[config.mk]
export PLATFORM = sky130hd
export DESIGN_NAME = greedy_word_wrap_top
export DESIGN_NICKNAME = d
export VERILOG_FILES = /design/src/hw/rtl/gww_pkg.sv /design/src/hw/rtl/gww_datapath.sv /design/src/hw/rtl/gww_control.sv /design/src/hw/rtl/greedy_word_wrap_top.sv
export VERILOG_INCLUDE_DIRS = /design/src /design/src/hw/rtl
export SDC_FILE = /design/constraint.sdc
export NUM_CORES = 1
export LEC_CHECK = 0
export BUFFER_PORTS_ARGS = -buffer_cell sky130_fd_sc_hd__buf_2
export CAP_MARGIN = 30
export CORE_MARGIN = 5
export CORE_UTILIZATION = 50
export DETAILED_ROUTE_END_ITERATION = 16
export GPL_TIMING_DRIVEN = 0
export PLACE_DENSITY = 0.75
export SYNTH_ARGS = -nofsm -noshare
export SYNTH_HDL_FRONTEND = slang
export SYNTH_SLANG_ARGS = --single-unit
[constraint.sdc]
create_clock -name clock -period 4.6 [get_ports clock]
set_clock_uncertainty 0.2 [all_clocks]
set_input_delay 0.23 -clock clock [delete_from_list [all_inputs] [get_ports clock]]
set_output_delay 0.23 -clock clock [all_outputs]
set_load 0.02 [all_outputs]
[src/hw/rtl/greedy_word_wrap_top_macros.svh]
// Assertion macros for the greedy word wrap block.
// Used by greedy_word_wrap_top; depends on nothing else.
`ifndef GREEDY_WORD_WRAP_TOP_MACROS_SVH
`define GREEDY_WORD_WRAP_TOP_MACROS_SVH

// Check that a condition implies another in the same cycle.
`define GWW_ASSERT_SAME(label, clk, rst, ante, cons, msg) \
   label: assert property (@(posedge clk) disable iff (rst) (ante) |-> (cons)) \
      else $error(msg);

// Check that a condition implies another in the next cycle.
`define GWW_ASSERT_NEXT(label, clk, rst, ante, cons, msg) \
   label: assert property (@(posedge clk) disable iff (rst) (ante) |=> (cons)) \
      else $error(msg);

`endif

[src/hw/rtl/gww_pkg.sv]
// Shared constants, state and command types of the greedy word wrap block.
// Used by gww_control, gww_datapath and greedy_word_wrap_top; no dependencies.
package gww_pkg;

   localparam int MAX_WIDTH = 62;
   localparam int LEN_BITS  = 6;

   localparam logic [LEN_BITS-1:0] RESET_LINE_WIDTH = LEN_BITS'(40);
   localparam logic [LEN_BITS-1:0] MAX_LEN          = LEN_BITS'(MAX_WIDTH);

   localparam logic [7:0] CHAR_NONE  = 8'h00;
   localparam logic [7:0] CHAR_TAB   = 8'h09;
   localparam logic [7:0] CHAR_NL    = 8'h0A;
   localparam logic [7:0] CHAR_SPACE = 8'h20;

   typedef enum logic [2:0] {
      ST_IDLE,
      ST_DECIDE,
      ST_PARA1,
      ST_PARA2,
      ST_CHECK,
      ST_PLACE_SEP,
      ST_PLACE_WORD,
      ST_END_TAIL
   } state_type;

   typedef enum logic [1:0] {
      EMIT_SEP,
      EMIT_WORD,
      EMIT_NL,
      EMIT_STATUS
   } emit_sel_type;

   // Commands from the controller to the datapath
   typedef struct packed {
      logic         latch_in;
      logic         nl_count;
      logic         run_clear;
      logic         store;
      logic         place_sep;
      logic         word_adv;
      logic         line_zero;
      logic         text_clear;
      logic         set_abort;
      logic         emit;
      emit_sel_type sel;
      logic         err;
      logic         done;
      logic         last;
   } cmd_type;

   // Status from the datapath to the controller
   typedef struct packed {
      logic abort;
      logic cur_end;
      logic is_zero;
      logic is_sep;
      logic is_nl;
      logic word_empty;
      logic line_empty;
      logic para;
      logic too_long;
      logic word_final;
      logic out_free;
   } status_type;

endpackage

[src/hw/rtl/gww_datapath.sv]
// Datapath of the greedy word wrap block: word buffer, lengths, width register
// and result register. Depends on gww_pkg; driven by gww_control.
module gww_datapath (
   input  logic                          clock,
   input  logic                          reset,
   input  logic [7:0]                    req_tdata,
   input  logic                          req_tlast,
   input  logic                          csr_wr_en,
   input  logic [gww_pkg::LEN_BITS-1:0]  csr_wr_data,
   input  gww_pkg::cmd_type              cmd,
   output gww_pkg::status_type           status,
   output logic                          rsp_tvalid,
   input  logic                          rsp_tready,
   output logic [7:0]                    rsp_tdata,
   output logic [2:0]                    rsp_tuser,
   output logic                          rsp_tlast
);

   logic [gww_pkg::LEN_BITS-1:0] line_width_ff;
   logic [7:0]                   cur_byte_ff;
   logic                         cur_end_ff;
   logic [gww_pkg::LEN_BITS-1:0] word_length_ff, word_length_in;
   logic [gww_pkg::LEN_BITS-1:0] line_length_ff, line_length_in;
   logic [1:0]                   newline_run_ff, newline_run_in;
   logic                         abort_ff, abort_in;
   logic [gww_pkg::LEN_BITS-1:0] idx_ff, idx_in;
   logic [7:0]                   rd_ff;
   logic [7:0]                   word_mem [0:gww_pkg::MAX_WIDTH-1];
   logic                         rsp_valid_ff;
   logic [7:0]                   rsp_byte_ff;
   logic [2:0]                   rsp_user_ff;
   logic                         rsp_last_ff;

   logic [gww_pkg::LEN_BITS-1:0] eff_width;
   logic [gww_pkg::LEN_BITS:0]   fit_sum;
   logic                         fits;
   logic [gww_pkg::LEN_BITS:0]   line_sum;
   logic [gww_pkg::LEN_BITS-1:0] line_sat;
   logic                         out_free;
   logic [7:0]                   emit_byte;
   logic                         emit_valid;

   // Clamp the configured width into 1..MAX_WIDTH
   always_comb begin
      if (line_width_ff == '0) begin
         eff_width = gww_pkg::LEN_BITS'(1);
      end else if (line_width_ff > gww_pkg::MAX_LEN) begin
         eff_width = gww_pkg::MAX_LEN;
      end else begin
         eff_width = line_width_ff;
      end
   end

   // Fit test for a word after one space, and the line length after a word
   assign fit_sum  = {1'b0, line_length_ff} + (gww_pkg::LEN_BITS+1)'(1)
                     + {1'b0, word_length_ff};
   assign fits     = fit_sum <= {1'b0, eff_width};
   assign line_sum = {1'b0, line_length_ff} + {1'b0, word_length_ff};
   assign line_sat = (line_sum > {1'b0, gww_pkg::MAX_LEN}) ? gww_pkg::MAX_LEN
                                                           : line_sum[gww_pkg::LEN_BITS-1:0];

   assign out_free = !rsp_valid_ff || rsp_tready;

   // Status toward the controller
   always_comb begin
      status.abort      = abort_ff;
      status.cur_end    = cur_end_ff;
      status.is_zero    = cur_byte_ff == gww_pkg::CHAR_NONE;
      status.is_nl      = cur_byte_ff == gww_pkg::CHAR_NL;
      status.is_sep     = (cur_byte_ff == gww_pkg::CHAR_SPACE) ||
                          (cur_byte_ff == gww_pkg::CHAR_TAB) ||
                          (cur_byte_ff == gww_pkg::CHAR_NL);
      status.word_empty = word_length_ff == '0;
      status.line_empty = line_length_ff == '0;
      status.para       = (newline_run_ff == 2'd2) && (line_length_ff != '0);
      status.too_long   = word_length_ff >= eff_width;
      status.word_final = idx_ff == (word_length_ff - gww_pkg::LEN_BITS'(1));
      status.out_free   = out_free;
   end

   // Next values of the text state
   always_comb begin
      word_length_in = word_length_ff;
      line_length_in = line_length_ff;
      newline_run_in = newline_run_ff;
      abort_in       = abort_ff;
      idx_in         = idx_ff;
      if (cmd.nl_count && (newline_run_ff != 2'd2)) begin
         newline_run_in = newline_run_ff + 2'd1;
      end
      if (cmd.run_clear) begin
         newline_run_in = '0;
      end
      if (cmd.line_zero) begin
         line_length_in = '0;
      end
      if (cmd.place_sep) begin
         line_length_in = fits ? line_length_ff + gww_pkg::LEN_BITS'(1) : '0;
      end
      if (cmd.store) begin
         word_length_in = word_length_ff + gww_pkg::LEN_BITS'(1);
      end
      if (cmd.word_adv) begin
         if (status.word_final) begin
            idx_in         = '0;
            word_length_in = '0;
            line_length_in = line_sat;
         end else begin
            idx_in = idx_ff + gww_pkg::LEN_BITS'(1);
         end
      end
      if (cmd.set_abort) begin
         abort_in = 1'b1;
      end
      if (cmd.text_clear) begin
         word_length_in = '0;
         line_length_in = '0;
         newline_run_in = '0;
         abort_in       = 1'b0;
         idx_in         = '0;
      end
   end

   // Control registers of the text state and width
   always_ff @(posedge clock) begin
      if (reset) begin
         line_width_ff  <= gww_pkg::RESET_LINE_WIDTH;
         word_length_ff <= '0;
         line_length_ff <= '0;
         newline_run_ff <= '0;
         abort_ff       <= 1'b0;
         idx_ff         <= '0;
      end else begin
         if (csr_wr_en) begin
            line_width_ff <= csr_wr_data;
         end
         word_length_ff <= word_length_in;
         line_length_ff <= line_length_in;
         newline_run_ff <= newline_run_in;
         abort_ff       <= abort_in;
         idx_ff         <= idx_in;
      end
   end

   // Hold the current input transaction
   always_ff @(posedge clock) begin
      if (cmd.latch_in) begin
         cur_byte_ff <= req_tdata;
         cur_end_ff  <= req_tlast;
      end
   end

   // Word buffer: one write port, one registered read port
   always_ff @(posedge clock) begin
      if (cmd.store) begin
         word_mem[word_length_ff] <= cur_byte_ff;
      end
      rd_ff <= word_mem[idx_in];
   end

   // Select the emitted character
   always_comb begin
      emit_valid = 1'b1;
      case (cmd.sel)
         gww_pkg::EMIT_SEP:  emit_byte = fits ? gww_pkg::CHAR_SPACE : gww_pkg::CHAR_NL;
         gww_pkg::EMIT_WORD: emit_byte = rd_ff;
         gww_pkg::EMIT_NL:   emit_byte = gww_pkg::CHAR_NL;
         default: begin
            emit_byte  = gww_pkg::CHAR_NONE;
            emit_valid = 1'b0;
         end
      endcase
   end

   // Result register: load on emit, drop when taken
   always_ff @(posedge clock) begin
      if (reset) begin
         rsp_valid_ff <= 1'b0;
      end else if (cmd.emit) begin
         rsp_valid_ff <= 1'b1;
      end else if (rsp_tready) begin
         rsp_valid_ff <= 1'b0;
      end
   end

   always_ff @(posedge clock) begin
      if (cmd.emit) begin
         rsp_byte_ff <= emit_byte;
         rsp_user_ff <= {cmd.done, cmd.err, emit_valid};
         rsp_last_ff <= cmd.last;
      end
   end

   assign rsp_tvalid = rsp_valid_ff;
   assign rsp_tdata  = rsp_byte_ff;
   assign rsp_tuser  = rsp_user_ff;
   assign rsp_tlast  = rsp_last_ff;

endmodule

[src/hw/rtl/gww_control.sv]
// Controller state machine of the greedy word wrap block.
// Depends on gww_pkg; sequences gww_datapath through command and status.
module gww_control (
   input  logic                clock,
   input  logic                reset,
   input  logic                req_tvalid,
   output logic                req_tready,
   input  gww_pkg::status_type status,
   output gww_pkg::cmd_type    cmd
);

   gww_pkg::state_type state_ff, state_in;

   // State register
   always_ff @(posedge clock) begin
      if (reset) begin
         state_ff <= gww_pkg::ST_IDLE;
      end else begin
         state_ff <= state_in;
      end
   end

   // Next state and commands
   always_comb begin
      state_in   = state_ff;
      req_tready = 1'b0;
      cmd        = '0;
      cmd.sel    = gww_pkg::EMIT_STATUS;
      unique case (state_ff)
         gww_pkg::ST_IDLE: begin
            req_tready = 1'b1;
            if (req_tvalid) begin
               cmd.latch_in = 1'b1;
               state_in     = gww_pkg::ST_DECIDE;
            end
         end
         gww_pkg::ST_DECIDE: begin
            if (status.abort) begin
               // Aborted text: only the end transaction reports
               if (!status.cur_end) begin
                  state_in = gww_pkg::ST_IDLE;
               end else if (status.out_free) begin
                  cmd.emit       = 1'b1;
                  cmd.err        = 1'b1;
                  cmd.done       = 1'b1;
                  cmd.last       = 1'b1;
                  cmd.text_clear = 1'b1;
                  state_in       = gww_pkg::ST_IDLE;
               end
            end else if (status.is_zero) begin
               state_in = status.cur_end ? gww_pkg::ST_PLACE_SEP : gww_pkg::ST_IDLE;
            end else if (status.is_sep) begin
               cmd.nl_count = status.is_nl;
               state_in     = gww_pkg::ST_PLACE_SEP;
            end else if (status.word_empty) begin
               cmd.run_clear = 1'b1;
               state_in      = status.para ? gww_pkg::ST_PARA1 : gww_pkg::ST_CHECK;
            end else begin
               state_in = gww_pkg::ST_CHECK;
            end
         end
         gww_pkg::ST_PARA1: begin
            if (status.out_free) begin
               cmd.emit = 1'b1;
               cmd.sel  = gww_pkg::EMIT_NL;
               state_in = gww_pkg::ST_PARA2;
            end
         end
         gww_pkg::ST_PARA2: begin
            if (status.out_free) begin
               cmd.emit      = 1'b1;
               cmd.sel       = gww_pkg::EMIT_NL;
               cmd.last      = !status.too_long && !status.cur_end;
               cmd.line_zero = 1'b1;
               state_in      = gww_pkg::ST_CHECK;
            end
         end
         gww_pkg::ST_CHECK: begin
            if (status.too_long) begin
               // Word overflows the line: report and abort the text
               if (status.out_free) begin
                  cmd.emit       = 1'b1;
                  cmd.err        = 1'b1;
                  cmd.done       = status.cur_end;
                  cmd.last       = 1'b1;
                  cmd.text_clear = status.cur_end;
                  cmd.set_abort  = !status.cur_end;
                  state_in       = gww_pkg::ST_IDLE;
               end
            end else begin
               cmd.store = 1'b1;
               state_in  = status.cur_end ? gww_pkg::ST_PLACE_SEP : gww_pkg::ST_IDLE;
            end
         end
         gww_pkg::ST_PLACE_SEP: begin
            if (status.word_empty) begin
               state_in = status.cur_end ? gww_pkg::ST_END_TAIL : gww_pkg::ST_IDLE;
            end else if (status.line_empty) begin
               state_in = gww_pkg::ST_PLACE_WORD;
            end else if (status.out_free) begin
               cmd.emit      = 1'b1;
               cmd.sel       = gww_pkg::EMIT_SEP;
               cmd.place_sep = 1'b1;
               state_in      = gww_pkg::ST_PLACE_WORD;
            end
         end
         gww_pkg::ST_PLACE_WORD: begin
            if (status.out_free) begin
               cmd.emit     = 1'b1;
               cmd.sel      = gww_pkg::EMIT_WORD;
               cmd.word_adv = 1'b1;
               cmd.last     = status.word_final && !status.cur_end;
               if (status.word_final) begin
                  state_in = status.cur_end ? gww_pkg::ST_END_TAIL : gww_pkg::ST_IDLE;
               end
            end
         end
         gww_pkg::ST_END_TAIL: begin
            // Close an open line, or report an empty text
            if (status.out_free) begin
               cmd.emit       = 1'b1;
               cmd.sel        = status.line_empty ? gww_pkg::EMIT_STATUS
                                                  : gww_pkg::EMIT_NL;
               cmd.done       = 1'b1;
               cmd.last       = 1'b1;
               cmd.text_clear = 1'b1;
               state_in       = gww_pkg::ST_IDLE;
            end
         end
         default: begin
            state_in = gww_pkg::ST_IDLE;
         end
      endcase
   end

endmodule

[src/hw/rtl/greedy_word_wrap_top.sv]
// Greedy word wrap: reflows a byte stream to a set line width, one input
// transaction at a time, producing zero or more result transactions per byte.
// An input transaction is accepted in ST_IDLE and decoded in the next cycle; a
// zero byte ends there, and a word character is then checked and stored. A
// separator, or any transaction that ends the text, then places the buffered
// word: ST_PLACE_SEP emits the space or newline ahead of the word when the line
// is open, and ST_PLACE_WORD emits the word characters, read back one per cycle
// from the word buffer while the result register is free. The end of a text
// adds the closing newline or status transaction, and a paragraph break adds
// two newlines. Any cycle that emits waits while the result register is held by
// rsp_tready low. The word buffer needs no clearing after reset, so the block
// takes input from the first cycle after reset.
// Depends on gww_pkg, gww_control, gww_datapath and the macro header.
`include "greedy_word_wrap_top_macros.svh"

module greedy_word_wrap_top (
   input  logic                         clock,
   input  logic                         reset,
   // Input channel
   input  logic                         req_tvalid,
   output logic                         req_tready,
   input  logic [7:0]                   req_tdata,   // [7:0] text_byte
   input  logic                         req_tlast,   // end_of_text
   // Result channel
   output logic                         rsp_tvalid,
   input  logic                         rsp_tready,
   output logic [7:0]                   rsp_tdata,   // [7:0] out_byte
   output logic [2:0]                   rsp_tuser,   // [0] byte_valid, [1] word_too_long,
                                                     // [2] text_done
   output logic                         rsp_tlast,   // run_last
   // Line width register
   input  logic                         csr_wr_en,
   input  logic [gww_pkg::LEN_BITS-1:0] csr_wr_data
);

   gww_pkg::cmd_type    cmd;
   gww_pkg::status_type status;

   gww_control u_control (
      .clock      (clock),
      .reset      (reset),
      .req_tvalid (req_tvalid),
      .req_tready (req_tready),
      .status     (status),
      .cmd        (cmd)
   );

   gww_datapath u_datapath (
      .clock       (clock),
      .reset       (reset),
      .req_tdata   (req_tdata),
      .req_tlast   (req_tlast),
      .csr_wr_en   (csr_wr_en),
      .csr_wr_data (csr_wr_data),
      .cmd         (cmd),
      .status      (status),
      .rsp_tvalid  (rsp_tvalid),
      .rsp_tready  (rsp_tready),
      .rsp_tdata   (rsp_tdata),
      .rsp_tuser   (rsp_tuser),
      .rsp_tlast   (rsp_tlast)
   );

   // One input transaction is worked on at a time
   `GWW_ASSERT_NEXT(a_one_item, clock, reset, req_tvalid && req_tready, !req_tready, "input accepted while busy")
   // The end of a text always closes the run of its input transaction
   `GWW_ASSERT_SAME(a_done_last, clock, reset, rsp_tvalid && rsp_tuser[2], rsp_tlast, "text_done without run_last")
   // An overflow report carries no character
   `GWW_ASSERT_SAME(a_err_status, clock, reset, rsp_tvalid && rsp_tuser[1], !rsp_tuser[0], "word_too_long with a character")

endmodule
==> summary.txt, run 1 <==
Core ar. -> 46500 um^2
grt total ovfl -> 0
vias post-DR -> 16400
failing checks -> setup timing
EDFF count, synth -> 517
syn_area_per_cell -> 13.3 um^2
width of the die -> 226 um
Seq/Total Area, Yosys -> 69.6%
CTS tree -> built
Syn Inst Count -> 1761
Layout area overhead -> 17.6%
initial drt markers -> 2767
crit path DAT -> 4670 ps
top post-synthesis cells by area -> edfxtp_1 66%, dfxtp_1 3.3%, mux2i_1 3.0%
non-filler cells, final -> 2557
drt drc -> 0
leading area contributor after synthesis -> edfxtp_1
H-tree levels -> 2
max-cap check violation count -> 0
CTS Buffer Depth -> 3
Port Buffer Count -> 32
reg2reg start -> u_datapath.line_width_ff[2]
CP Launch Type -> register
Final Max Tran Viols -> 0
RSZ-0062 raised after global routing -> true
min-delay worst type -> primary input to register
async set or reset register ratio after synthesis -> 0%
nets -> 1953
average wire per standard cell -> 26.5 um
crit path launch -> u_datapath.line_width_ff[2]
Worst Setup EP -> u_datapath.word_mem[3][4]
Core Util, Final -> 59.3%
overall global routing resource usage -> 26.2%
prevailing post-synth register cell -> edfxtp_1
vias per cell -> 6.43
status -> complete, but fails checks
Crit. End Element -> register
root buffer cell -> clkbuf_16
Rel. slew slack -> 30.2%
count of final hold-check violations -> 0
worst reg-to-reg setup slack -> -40 ps
CP max FO -> 10
first-pass GRT wire length -> 100 mm
initial antenna violation count -> 0
Final Power -> 12900 uW
Yosys reg bits -> 556
FF-to-FF path depth -> 11
Setup-failing EPs final -> 32
most numerous cell in the Yosys netlist -> edfxtp_1
placed cells -> 2424
fraction of the cycle the final worst path needs -> 101%
starting density of the core -> 50.4%
DPL Wire Length -> 46.4 mm
routability cong. -> 0.967
height of the die -> 226 um
clk_lat worst skew -> 620 ps
minimum clock period -> 4640 ps
First-pass DRT Iterations -> 6
fmax -> 215 MHz
Final Worst Setup Slack -> -43.2 ps
CTS sink count -> 556
number of global-route vias before repair -> 16100
syn nets -> 1808
Synth Cell Area -> 23400 um^2
Fin Hold WS -> 93.3 ps
Reg clk slew, reported paths -> 60 ps
CTS Buf Count -> 53
Rows -> 79
largest net degree at the start of global routing -> 33
Worst Path Required -> 4630 ps
post-synth cell types -> 67
Synthesis Warnings -> 0
CP Class -> register to register
IO Count -> 34
Leak Pwr -> 0.00911 uW
die area -> 51300 um^2
Pwr Density -> 469 nW/um^2
Yosys top cell area share -> 66.3%
Detailed Route WL -> 67.9 mm
filler cell count -> 3490
Worst-Margin Slew -> 1050 ps
capturing point of the worst reg2reg path -> u_datapath.word_mem[3][4]
antenna cells -> 0
Post-synth top cells -> 517 x edfxtp_1, 166 x nand2_1, 154 x nor2_1
VDD IR max -> 483 uV
layout cell share with drive strength beyond 1 -> 15.4%
antenna-violating nets left -> 0
==> cell usage in the layout, fill, tap and decap left out, types with 49 or more instances in the layout <==
cell type,netlist,routed
a21oi_1,82,80
buf_2,31,56
clkbuf_16,0,54
edfxtp_1,517,517
mux2i_1,71,70
nand2_1,166,162
nand3_1,52,49
nor2_1,154,129
nor3_1,57,55
o21ai_0,52,49
==> report_power, final <==
group | internal, uW | total [uW] | switching [uW]
clock | 2560 | 4470 | 1920
sequential | 5940 | 6070 | 137
combinational | 783 | 2370 | 1580
==> state kept, by name, indices dropped and copies added (netlist names), 3 cells and up <==
register,count
u_datapath.word_mem,496
u_datapath.word_length_ff,6
u_control.state_ff,3
u_datapath.rd_ff,8
u_datapath.cur_byte_ff,8
u_datapath.rsp_tuser,3
u_datapath.idx_ff,6
u_datapath.rsp_tdata,8
u_datapath.line_length_ff,6
u_datapath.line_width_ff,6
==> worst min path at each step <==
stage | startpoint | end | cells after the start
final | req_tvalid | u_datapath.cur_end_ff | 2
after global routing | req_tvalid | u_datapath.cur_byte_ff[1] | 2
after CTS | req_tvalid | u_datapath.cur_byte_ff[1] | 2
after detailed placement | req_tdata[5] | u_datapath.cur_byte_ff[5] | 1
after global placement | req_tdata[2] | u_datapath.cur_byte_ff[2] | 1
after floorplan | reset | u_datapath.line_length_ff[1] | 1
==> stage by stage <==
stage	setup TNS (ps)	area [um^2]	worst slack, ps
after floorplan	0	23400	800
after global placement	-9590	24300	-1310
final	-909	27500	-43.2
after global routing	-11490	27500	-270
after CTS	-1360	27300	-61.3
after detailed placement	-9560	24900	-1270
==> final cells by class <==
cell class	instances	area [um^2]	share of cell area [%]
Tap cell	607	759	2.76
Sequential cell	556	16300	59.2
Inverter	24	95.1	0.345
Timing Repair Buffer	92	1060	3.85
Clock inverter	34	349	1.27
Multi-Input combinational cell	1067	6900	25.1
Buffer	112	631	2.29
Clock buffer	65	1430	5.20
==> timing repair <==
action	4_1_cts	5_1_grt
resized for setup	73	96
pin swaps	4	6
endpoints found under the setup margin	59	232
hold buffers	29	0
hold endpoints to repair	26	0
setup buffers	3	4
==> worst max-delay path, cell delays in order (launching register included) <==
cell      delay [ps]
dfxtp_1          390
inv_1            110
o41ai_1          340
nand2_1          140
ha_1             290
nand2b_1         150
a21oi_1          220
o211ai_1         250
nor3_1           600
clkbuf_1         440
nand3_1          430
nor2_1           700
==> routing by layer <==
layer / global-route usage [%] / wire, um / up-vias
met4: 12.9 / 3600 / 0
met5: 0 / 0 / -
met2: 40.5 / 31100 / 1165
met3: 6.12 / 7710 / 208
li1: - / - / 7088
met1: 35.2 / 25500 / 7985
==> cell families after synthesis <==
family / count (synthesis) / share of synthesized area (%)
AND/OR/NAND/NOR: 592 / 12.0
adder cells (fa/ha/maj): 27 / 1.51
XOR/XNOR: 25 / 1.02
buffers and inverters: 138 / 2.63
AO/OA/AOI/OAI: 347 / 9.96
flip-flops: 556 / 69.6
multiplexers: 76 / 3.27
No activity file was read; power rests on OpenSTA's default activity.
==> run 2: changes to the inputs <==
--- a/config.mk
+++ b/config.mk
@@ -8,8 +8,10 @@
 export LEC_CHECK = 0
 export BUFFER_PORTS_ARGS = -buffer_cell sky130_fd_sc_hd__buf_2
 export CAP_MARGIN = 30
+export CORE_ASPECT_RATIO = 2
 export CORE_MARGIN = 5
 export CORE_UTILIZATION = 50
+export CTS_BUF_LIST = sky130_fd_sc_hd__clkbuf_16
 export DETAILED_ROUTE_END_ITERATION = 16
 export GPL_TIMING_DRIVEN = 0
 export PLACE_DENSITY = 0.75
==> run 2 against run 1 <==
Effect of this change: the flow now finishes without violations; hold slack worse by 44 ps; first-iteration DRC count down 34%; utilization down 0.67 points; register-to-register slack better by 90 ps; wire length up 8.5%; via count up 0.66%; global-route usage up 2.4 points; critical path depth unchanged.
==> summary.txt, run 2 (synthesis results as in run 1) <==
Leak Pwr -> 0.00902 uW
CTS Buf Count -> 44
most common cell after layout, fill and taps aside -> edfxtp_1
CTS Buffer Depth -> 3
height of the die -> 316 um
CP max FO -> 10
RSZ-0062 raised after global routing -> true
fmax -> 219 MHz
Crit. End Element -> register
width of the die -> 163 um
die area -> 51500 um^2
Pwr Density -> 461 nW/um^2
grt total ovfl -> 0
clk_lat worst skew -> 590 ps
H-tree levels -> 2
Detailed Route WL -> 73.6 mm
CTS tree -> built
Fin Hold WS -> 49.4 ps
status -> completed
CP Launch Type -> register
Worst Path Required -> 4600 ps
drt drc -> 0
placed cells -> 2444
DPL Wire Length -> 52.5 mm
first-pass GRT wire length -> 106 mm
layout cell share with drive strength beyond 1 -> 14.7%
Final Max Tran Viols -> 0
Port Buffer Count -> 32
largest net degree at the start of global routing -> 35
number of global-route vias before repair -> 16700
initial drt markers -> 1828
antenna-violating nets left -> 0
vias post-DR -> 16600
overall global routing resource usage -> 28.5%
Rows -> 112
crit path DAT -> 4550 ps
fraction of the cycle the final worst path needs -> 99.1%
min-delay worst type -> primary input to register
filler cell count -> 3528
routability cong. -> 1.14
Placement Setup Slack -> -1450 ps
dpl cell area -> 24900 um^2
starting density of the core -> 50.3%
vias per cell -> 6.47
Final Worst Setup Slack -> 42.5 ps
initial antenna violation count -> 2
Core Util, Final -> 58.6%
root buffer cell -> clkbuf_16
average wire per standard cell -> 28.8 um
Core ar. -> 46500 um^2
area of the multi-input gates -> 6930 um^2
nets -> 1941
CTS sink count -> 556
VDD IR max -> 238 uV
final instance area -> 27300 um^2
area occupied by registers -> 16300 um^2
minimum clock period -> 4560 ps
Worst-Margin Slew -> 1010 ps
non-filler cells, final -> 2558
Rel. slew slack -> 32.5%
First-pass DRT Iterations -> 10
IO Count -> 34
max reg flops -> 496
Reg clk slew, reported paths -> 70 ps
CP Class -> register to register
Setup-failing EPs final -> 0
Layout area overhead -> 16.4%
register with the most flip-flops -> u_datapath.word_mem
most frequent cells in the layout -> 517 x edfxtp_1, 164 x nand2_1, 138 x nor2_1
count of final hold-check violations -> 0
max-cap check violation count -> 0
run 2: layer usage:
layer  vias up  track usage, %  part of all wire, %
met2      1149            51.1                   52
met4         0            24.0                   11
met5         -               0                    0
li1       7042               -                    -
met3       387            6.70                  8.9
met1      7977            27.0                   29
run 2: report_power, final:
group / internal [uW] / switching, uW
combinational: 817 / 1690
clock: 2180 / 1800
sequential: 5930 / 160
run 2: stage by stage:
stage | TNS [ps] | power (uW)
2_1_floorplan | 0 | 7290
3_3_place_gp | -10670 | 8150
3_5_place_dp | -11690 | 8410
4_1_cts | -1870 | 12400
5_1_grt | -6400 | 12900
6_report | 0 | 12600
run 2: final timing paths:
kind                               start                   endpoint  slack (ps)  cells after the start
max reg2reg  u_datapath.line_width_ff[1]  u_datapath.word_mem[1][0]          40                     11
max          u_datapath.line_width_ff[1]  u_datapath.word_mem[1][0]          40                     11
min                           req_tvalid      u_datapath.cur_end_ff          50                      2
min reg2reg          u_datapath.rd_ff[0]    u_datapath.rsp_tdata[0]         310                      1
run 2: repair_timing:
action	in CTS	in global routing
resized for setup	89	102
endpoints found under the hold margin	20	0
hold buffers	24	0
buffers inserted	3	5
endpoints found under the setup margin	55	195
pin swaps	5	11
run 2: cell type report:
cell class	instances	share of cell area, %
diodes	1	0.00918
repair buffers	89	3.62
well taps	627	2.88
plain buffers	112	2.41
inverters	24	0.358
clock buffers	48	4.40
clock inverters	34	1.11
flip-flops and latches	556	59.8
multi-input cells	1067	25.4
run 2: critical path, stage by stage, from the launching register on:
cell      delay [ps]
dfxtp_1          380
inv_1            100
o41ai_2          320
nand2_1          110
ha_1             270
nand2b_1         140
a21oi_1          200
o211ai_1         260
nor3_1           540
clkbuf_1         400
nand3_1          450
nor2_1           770
